File: src/design/lqfl_pkg.sv
// Package for the linked queue block: node count, operation and status codes,
// and the structs passed along the cell chain.
// No dependencies.
package lqfl_pkg;

    localparam int NODES = 8;
    localparam int CNT_W = $clog2(NODES + 1);

    typedef enum logic [1:0] {
        OP_ENQ = 2'd0,
        OP_INS = 2'd1,
        OP_DEQ = 2'd2,
        OP_NOP = 2'd3
    } t_op;

    typedef enum logic [1:0] {
        ST_DONE  = 2'd0,
        ST_FULL  = 2'd1,
        ST_EMPTY = 2'd2
    } t_status;

    // Insertion wave moving one cell down the chain per cycle.
    typedef struct packed {
        logic              act;
        logic              push;
        logic              enq;
        logic signed [7:0] val;
    } t_wave;

    // Content of one queue position.
    typedef struct packed {
        logic              vld;
        logic signed [7:0] val;
    } t_slot;

endpackage

File: src/design/lqfl_cell.sv
// One queue position of the cell chain: holds an element, absorbs or forwards
// the insertion wave, and takes its right neighbor's element on a dequeue.
// Depends on lqfl_pkg.
module lqfl_cell
    import lqfl_pkg::*;
(
    input  logic  i_clk,
    input  logic  i_rst_n,
    input  t_wave i_wave,
    output t_wave o_wave,
    input  logic  i_shift,
    input  t_slot i_right,
    output t_slot o_slot
);

    logic              r_vld;
    logic signed [7:0] r_val;
    logic              r_wact;
    logic              r_wpush;
    logic              r_wenq;
    logic signed [7:0] r_wval;

    logic              n_vld;
    logic signed [7:0] n_val;
    logic              n_wact;
    logic              n_wpush;
    logic              n_wenq;
    logic signed [7:0] n_wval;

    always_comb begin
        n_vld   = r_vld;
        n_val   = r_val;
        n_wact  = 1'b0;
        n_wpush = i_wave.push;
        n_wenq  = i_wave.enq;
        n_wval  = i_wave.val;
        if (i_shift) begin
            n_vld = i_right.vld;
            n_val = i_right.val;
        end else if (i_wave.act) begin
            if (!r_vld) begin
                // first free position: the wave ends here
                n_vld = 1'b1;
                n_val = i_wave.val;
            end else if (i_wave.push || (!i_wave.enq && !(i_wave.val > r_val))) begin
                // take the carried element, push the old one onward
                n_val   = i_wave.val;
                n_wact  = 1'b1;
                n_wpush = 1'b1;
                n_wval  = r_val;
            end else begin
                n_wact = 1'b1;
            end
        end
    end

    always_ff @(posedge i_clk) begin
        if (!i_rst_n) begin
            r_vld  <= 1'b0;
            r_wact <= 1'b0;
        end else begin
            r_vld  <= n_vld;
            r_wact <= n_wact;
        end
    end

    always_ff @(posedge i_clk) begin
        r_val   <= n_val;
        r_wpush <= n_wpush;
        r_wenq  <= n_wenq;
        r_wval  <= n_wval;
    end

    assign o_wave = '{act: r_wact, push: r_wpush, enq: r_wenq, val: r_wval};
    assign o_slot = '{vld: r_vld, val: r_val};

endmodule

File: src/design/linked_queue_with_free_list_top.sv
// Queue of signed bytes kept in order along a chain of NODES cells.
// Enqueue or sorted insert into k elements: the insertion wave moves one cell per cycle
// down the chain past the k occupied cells while the block waits in S_WALK; dequeue,
// full, empty and unused op skip S_WALK. The result loads in S_DONE when the output is
// free, then S_IDLE takes the next beat. Synchronous active-low reset empties the chain.
module linked_queue_with_free_list_top
    import lqfl_pkg::*;
(
    input  logic        i_clk,
    input  logic        i_rst_n,
    input  logic        s_axis_tvalid,
    output logic        s_axis_tready,
    input  logic [15:0] s_axis_tdata,  // [1:0] op, [9:2] value, [15:10] zero
    output logic        m_axis_tvalid,
    input  logic        m_axis_tready,
    output logic [15:0] m_axis_tdata   // [1:0] status, [9:2] head_value, [13:10] occupancy
);

    typedef enum logic [1:0] {
        S_IDLE,
        S_WALK,
        S_DONE
    } t_state;

    t_state            r_state;
    logic [CNT_W-1:0]  r_count;
    logic [CNT_W-1:0]  r_left;
    t_status           r_status;
    logic signed [7:0] r_hv;
    logic [3:0]        r_occ;
    logic              r_ovld;
    logic [15:0]       r_odata;

    t_wave             w [NODES+1];
    t_slot             slot [NODES];
    logic [NODES-1:0]  vld_vec;

    logic              in_acc;
    t_op               in_op;
    logic signed [7:0] in_val;
    logic              full;
    logic              empty;
    logic              shift;
    logic              out_free;

    assign s_axis_tready = (r_state == S_IDLE);
    assign in_acc        = s_axis_tvalid && s_axis_tready;
    assign in_op         = t_op'(s_axis_tdata[1:0]);
    assign in_val        = s_axis_tdata[9:2];
    assign full          = vld_vec[NODES-1];
    assign empty         = !vld_vec[0];
    assign shift         = in_acc && (in_op == OP_DEQ) && !empty;
    assign out_free      = !r_ovld || m_axis_tready;

    assign w[0] = '{act:  in_acc && ((in_op == OP_ENQ) || (in_op == OP_INS)) && !full,
                    push: 1'b0,
                    enq:  (in_op == OP_ENQ),
                    val:  in_val};

    for (genvar i = 0; i < NODES; i++) begin : g_cell
        t_slot right;
        if (i < NODES - 1) begin : g_mid
            assign right = slot[i+1];
        end else begin : g_last
            assign right = '0;
        end
        lqfl_cell u_cell (
            .i_clk   (i_clk),
            .i_rst_n (i_rst_n),
            .i_wave  (w[i]),
            .o_wave  (w[i+1]),
            .i_shift (shift),
            .i_right (right),
            .o_slot  (slot[i])
        );
        assign vld_vec[i] = slot[i].vld;
    end

    always_ff @(posedge i_clk) begin
        if (!i_rst_n) begin
            r_state <= S_IDLE;
            r_count <= '0;
            r_ovld  <= 1'b0;
        end else begin
            // a beat leaving while the next result loads is handled in S_DONE
            if (r_ovld && m_axis_tready && (r_state != S_DONE)) begin
                r_ovld <= 1'b0;
            end
            case (r_state)
                S_IDLE: begin
                    if (in_acc) begin
                        case (in_op)
                            OP_ENQ, OP_INS: begin
                                r_hv <= '0;
                                if (full) begin
                                    r_status <= ST_FULL;
                                    r_occ    <= 4'(r_count);
                                    r_state  <= S_DONE;
                                end else begin
                                    r_status <= ST_DONE;
                                    r_count  <= r_count + 1'b1;
                                    r_occ    <= 4'(r_count + 1'b1);
                                    r_left   <= r_count - 1'b1;
                                    if (r_count != '0) begin
                                        r_state <= S_WALK;
                                    end else begin
                                        r_state <= S_DONE;
                                    end
                                end
                            end
                            OP_DEQ: begin
                                r_state <= S_DONE;
                                if (empty) begin
                                    r_hv     <= '0;
                                    r_status <= ST_EMPTY;
                                    r_occ    <= 4'(r_count);
                                end else begin
                                    r_hv     <= slot[0].val;
                                    r_status <= ST_DONE;
                                    r_count  <= r_count - 1'b1;
                                    r_occ    <= 4'(r_count - 1'b1);
                                end
                            end
                            default: begin
                                r_hv     <= '0;
                                r_status <= ST_DONE;
                                r_occ    <= 4'(r_count);
                                r_state  <= S_DONE;
                            end
                        endcase
                    end
                end
                S_WALK: begin
                    // the wave lands in the first free cell on the last count
                    if (r_left == '0) begin
                        r_state <= S_DONE;
                    end else begin
                        r_left <= r_left - 1'b1;
                    end
                end
                S_DONE: begin
                    if (out_free) begin
                        r_ovld  <= 1'b1;
                        r_odata <= {2'b00, r_occ, r_hv, r_status};
                        r_state <= S_IDLE;
                    end
                end
                default: begin
                    r_state <= S_IDLE;
                end
            endcase
        end
    end

    assign m_axis_tvalid = r_ovld;
    assign m_axis_tdata  = r_odata;

`ifndef SYNTH
    a_wave_stays_in_chain: assert property (@(posedge i_clk) disable iff (!i_rst_n)
        !w[NODES].act)
        else $error("insertion wave ran off the end of the cell chain");

    a_count_bounded: assert property (@(posedge i_clk) disable iff (!i_rst_n)
        r_count <= CNT_W'(NODES))
        else $error("element count above node count");

    a_count_matches_cells: assert property (@(posedge i_clk) disable iff (!i_rst_n)
        (r_state == S_IDLE) |-> ($countones(vld_vec) == int'(r_count)))
        else $error("element count disagrees with occupied cells");
`endif

endmodule

File: config.mk
export PLATFORM = sky130hd
export DESIGN_NAME = linked_queue_with_free_list_top
export DESIGN_NICKNAME = d
export VERILOG_FILES = /design/src/design/lqfl_pkg.sv /design/src/design/lqfl_cell.sv /design/src/design/linked_queue_with_free_list_top.sv
export SDC_FILE = /design/constraint.sdc
export NUM_CORES = 1
export LEC_CHECK = 0
export ABC_AREA = 1
export BUFFER_PORTS_ARGS = -buffer_cell sky130_fd_sc_hd__clkbuf_2
export CAP_MARGIN = 10
export CORE_ASPECT_RATIO = 0.75
export CORE_MARGIN = 4
export CORE_UTILIZATION = 45
export CTS_CLUSTER_SIZE = 10
export DETAILED_ROUTE_END_ITERATION = 7
export HOLD_SLACK_MARGIN = 0.15
export SYNTH_ARGS = -nofsm -noshare
export SYNTH_HDL_FRONTEND = slang
export SYNTH_SLANG_ARGS = --single-unit
File: constraint.sdc
create_clock -name i_clk -period 2.5 [get_ports i_clk]
set_input_delay 0.375 -clock i_clk [delete_from_list [all_inputs] [get_ports i_clk]]
set_output_delay 0.375 -clock i_clk [all_outputs]
set_load 0.02 [all_outputs]
==> summary.md <==
| Metric | Value |
|---|---|
| Post-route minimum period | `between 2 and 2.5 ns` |
| Reg area | `4640 um2` |
| Synth top area share | `29.4%` |
| Hold path depth | `3` |
| DP Area | `9470 um2` |
| Post-Route M1 WL | `10200 um` |
| Mapped Area | `approximately 9000 um2` |
| Async SR Flop Fraction | `0%` |
| Max Cap Violations | `0` |
| Ranking of synthesized cells by area | `edfxtp_1 (29%), dfxtp_1 (22%), nand2_1 (11%), ha_1 (9.3%), inv_1 (6.5%)` |
| Yosys Warn Count | `0` |
| Multi-input logic area | `3620 um2` |
| Routed Antenna Nets | `0` |
| Post-Synthesis Cells | `1039` |
| Crit share post-route | `89.2%` |
| WS Path Type | `reg2reg` |
| R2r worst-path depth | `11` |
| Library cells used by synthesis | `36` |
| P_leak | `4.73 nW` |
| # IOs | `38` |
| R2r setup slk | `0.27 ns` |
| Slew @ Worst Pin | `between 0.5 and 0.6 ns` |
| Final Hold Fails | `0` |
| PwrDens | `721 nW/um2` |
| Synth top cells by count | `nand2_1 (261), inv_1 (155), dfxtp_1 (100)` |
| Top-count cell post-synth | `nand2_1` |
| Total grt overflow | `0` |
| Placed cells | `1317` |
| First-pass detailed-route iteration total | `5` |
| N_diodes | `0` |
| Vias | `6584` |
| CP Capture Type | `register` |
| Status | `complete, no violations` |
| Post-place setup slack | `0.250 ns` |
| WP data arrival | `2.33 ns` |
| Nets | `around 1200` |
| Clk slew on worst S/H paths | `0.07 ns` |
| Fill cell count | `around 1900` |
| FP Rows | `44` |
| Worst skew pair latency | `0.43 ns` |
| Worst min path class | `in2reg` |
| Die Height | `between 100 and 150 um` |
| Syn Area/Cell | `slightly below 9 um2` |
| #FFs+latches synth | `between 150 and 200` |
| Number of global-route vias before repair | `6217` |
| RSZ-0062 raised after global routing | `false` |
| Cell area after layout | `10000 um2` |
| Non-Filler Instances | `~1300` |
| Hold Crit Start | `s_axis_tdata[2]` |
| Post-synth top area cell | `edfxtp_1` |
| CTS root buf | `clkbuf_16` |
| Initial Utilization | `a little under half` |
| Clk sink count | `188` |
| Depth of the CTS H-tree | `4` |
| Critical path, cell by cell | `inv_1, ha_1, a21oi_1, nor2_1, nor3_1, nand3_1, nand3_1, nand2_1, nand2_1, o21ai_0, inv_1` |
| WHS Endpoint | `g_cell[0].u_cell.r_wval[0]` |
| Register area share after synthesis | `about half` |
| Layout cells sized above 1 | `roughly a tenth` |
| Critical Path RT | `2.60 ns` |
| Crit start category | `register` |
| R2r startpoint | `g_cell[5].u_cell.r_val[5]` |
| Pins Over Slew Limit | `0` |
| Routed wire length | `between 15000 and 20000 um` |
| Core area | `19500 um2` |
| Die W | `between 150 and 200 um` |
| Clock buffer depth | `2` |
| Post-route setup TNS | `0 ns` |
| Slew HR | `roughly three fifths` |
| CTS buffer count | `17` |
| FMAX | `~0.45 GHz` |
| Setup Skew | `roughly 0.012 ns` |
| TritonCTS clock tree | `done` |
| Drt wl/cell | `about 14 um` |
| Layout Utilization | `~51%` |
| Final worst slack | `around 0.27 ns` |
| PortBufs | `29` |
| Vias/cell | `4.88` |
| Area delta synth->final | `11.5%` |
| Worst vdd rail ir drop | `358 uV` |
| Max Fanout on Critical Path | `8` |
| Dpl hpwl | `13900 um` |
| Total Routing Usage GR | `17.7%` |
| Final Setup Violations | `0` |
| DR DRC count | `0` |
| Top layer in use | `met4` |
| Met3 wire length | `989 um` |
| DRT iter0 DRCs | `551` |
| GPL Wtd Cong | `0.852` |
| EDFF count, synth | `88` |
| Commonest register cell after synthesis | `dfxtp_1` |
| Largest net degree at the start of global routing | `57` |
| Reg2reg end | `g_cell[5].u_cell.r_val[5]` |
| Initial antenna violation count | `0` |
| Slowest CP cell | `edfxtp_1` |
| Met2 wire len | `approximately 7000 um` |
| Die area | `~22000 um2` |
| First-pass GRT wire length | `about 32000 um` |
| CP max stage delay | `0.42 ns` |
routing by layer:
metal	global-route usage [%]	vias up
met5	0	-
met4	4.47	0
met3	3.28	13
met2	24.2	141
met1	28.6	2934
li1	-	3496
report_power, final:
group	internal [mW]	leakage [nW]	switching, mW
logic	0.359	2.82	0.674
clock network	1.31	0.272	1.25
registers	3.50	1.63	0.131
total	5.17	4.73	2.06
flip-flops by register name (all words and copies together), names as in the netlist:
name,cells
r_state,2
g_cell.u_cell.r_wval,56
g_cell.u_cell.r_vld,8
g_cell.u_cell.r_wpush,7
g_cell.u_cell.r_val,64
r_count,4
r_status,2
g_cell.u_cell.r_wenq,7
m_axis_tdata,14
r_occ,4
r_left,4
g_cell.u_cell.r_wact,7
r_hv,8
m_axis_tvalid,1
kinds of logic after synthesis:
kind of cell | after synthesis | synth area share, %
multiplexers | 1 | 0.111
XOR/XNOR | 5 | 0.487
other | 1 | 0.0417
AND/OR/NAND/NOR | 443 | 21.5
buffers and inverters | 184 | 8.24
adder cells (fa/ha/maj) | 67 | 9.32
AO/OA/AOI/OAI | 150 | 8.63
flip-flops | 188 | 51.6
critical path, delay by kind of cell, from the launching register on:
kind / cells / cell delay [ns]
buffers and inverters: 2 / 0.39
adders and majority gates: 1 / 0.26
AOI/OAI and AO/OA: 2 / 0.22
and+or+nand+nor: 6 / 0.62
DFF: 1 / 0.42
worst max-delay path by stage:
stage	from	endpoint	slack, ns
CTS	g_cell[5].u_cell.r_val[5]	g_cell[5].u_cell.r_val[6]	0.23
global route	g_cell[5].u_cell.r_val[5]	g_cell[5].u_cell.r_val[6]	0.04
global placement	g_cell[5].u_cell.r_val[5]	g_cell[5].u_cell.r_val[4]	0.28
floorplan	s_axis_tdata[9]	g_cell[0].u_cell.r_val[0]	0.33
finish	g_cell[5].u_cell.r_val[5]	g_cell[5].u_cell.r_val[5]	0.27
detailed placement	g_cell[5].u_cell.r_val[5]	g_cell[5].u_cell.r_val[4]	0.25
timing repair:
| item | in CTS | in global routing |
|---|---|---|
| setup buffers | 0 | 0 |
| resized for setup | 0 | 1 |
| hold buffers | 0 | 0 |
| setup endpoints to repair | 0 | 8 |
final cells by class:
class / count / share of cell area, %
Tap cell: 253 / 3.16
Inverter: 163 / 6.13
Timing Repair Buffer: 45 / 2.77
Multi-Input combinational cell: 668 / 36.1
Clock buffer: 17 / 4.24
Sequential cell: 188 / 46.3
Clock inverter: 15 / 1.29
per-stage QoR:
step / hold slack (ns) / total power [mW]
after floorplan: 0.331 / 4.40
after global placement: 0.340 / 4.70
after detailed placement: 0.341 / 4.73
after CTS: 0.188 / 7.31
after global routing: 0.204 / 7.62
final: 0.199 / 7.22
cell usage in the layout (no fill, tap or decap), types with 2 or more instances in the layout:
cell | Yosys | routed
o21ai_1 | 56 | 56
inv_1 | 155 | 154
inv_2 | 5 | 6
nand2_1 | 261 | 261
nand4_1 | 17 | 17
nor3_1 | 11 | 10
xnor2_1 | 2 | 2
a21o_1 | 2 | 2
nor2_1 | 52 | 52
clkbuf_2 | 0 | 29
xor2_1 | 3 | 3
nor2_2 | 4 | 4
o21a_1 | 2 | 2
o21ai_0 | 39 | 39
nor2_4 | 7 | 7
nand2_2 | 12 | 12
inv_6 | 0 | 8
ha_1 | 67 | 67
clkinv_1 | 2 | 4
edfxtp_1 | 88 | 88
nand3_1 | 74 | 74
dfxtp_1 | 100 | 100
inv_8 | 0 | 2
o211ai_1 | 2 | 2
buf_4 | 3 | 15
a21oi_1 | 47 | 47
clkbuf_16 | 0 | 17
conb_1 | 1 | 2
Power figures use the tool's default switching activity.
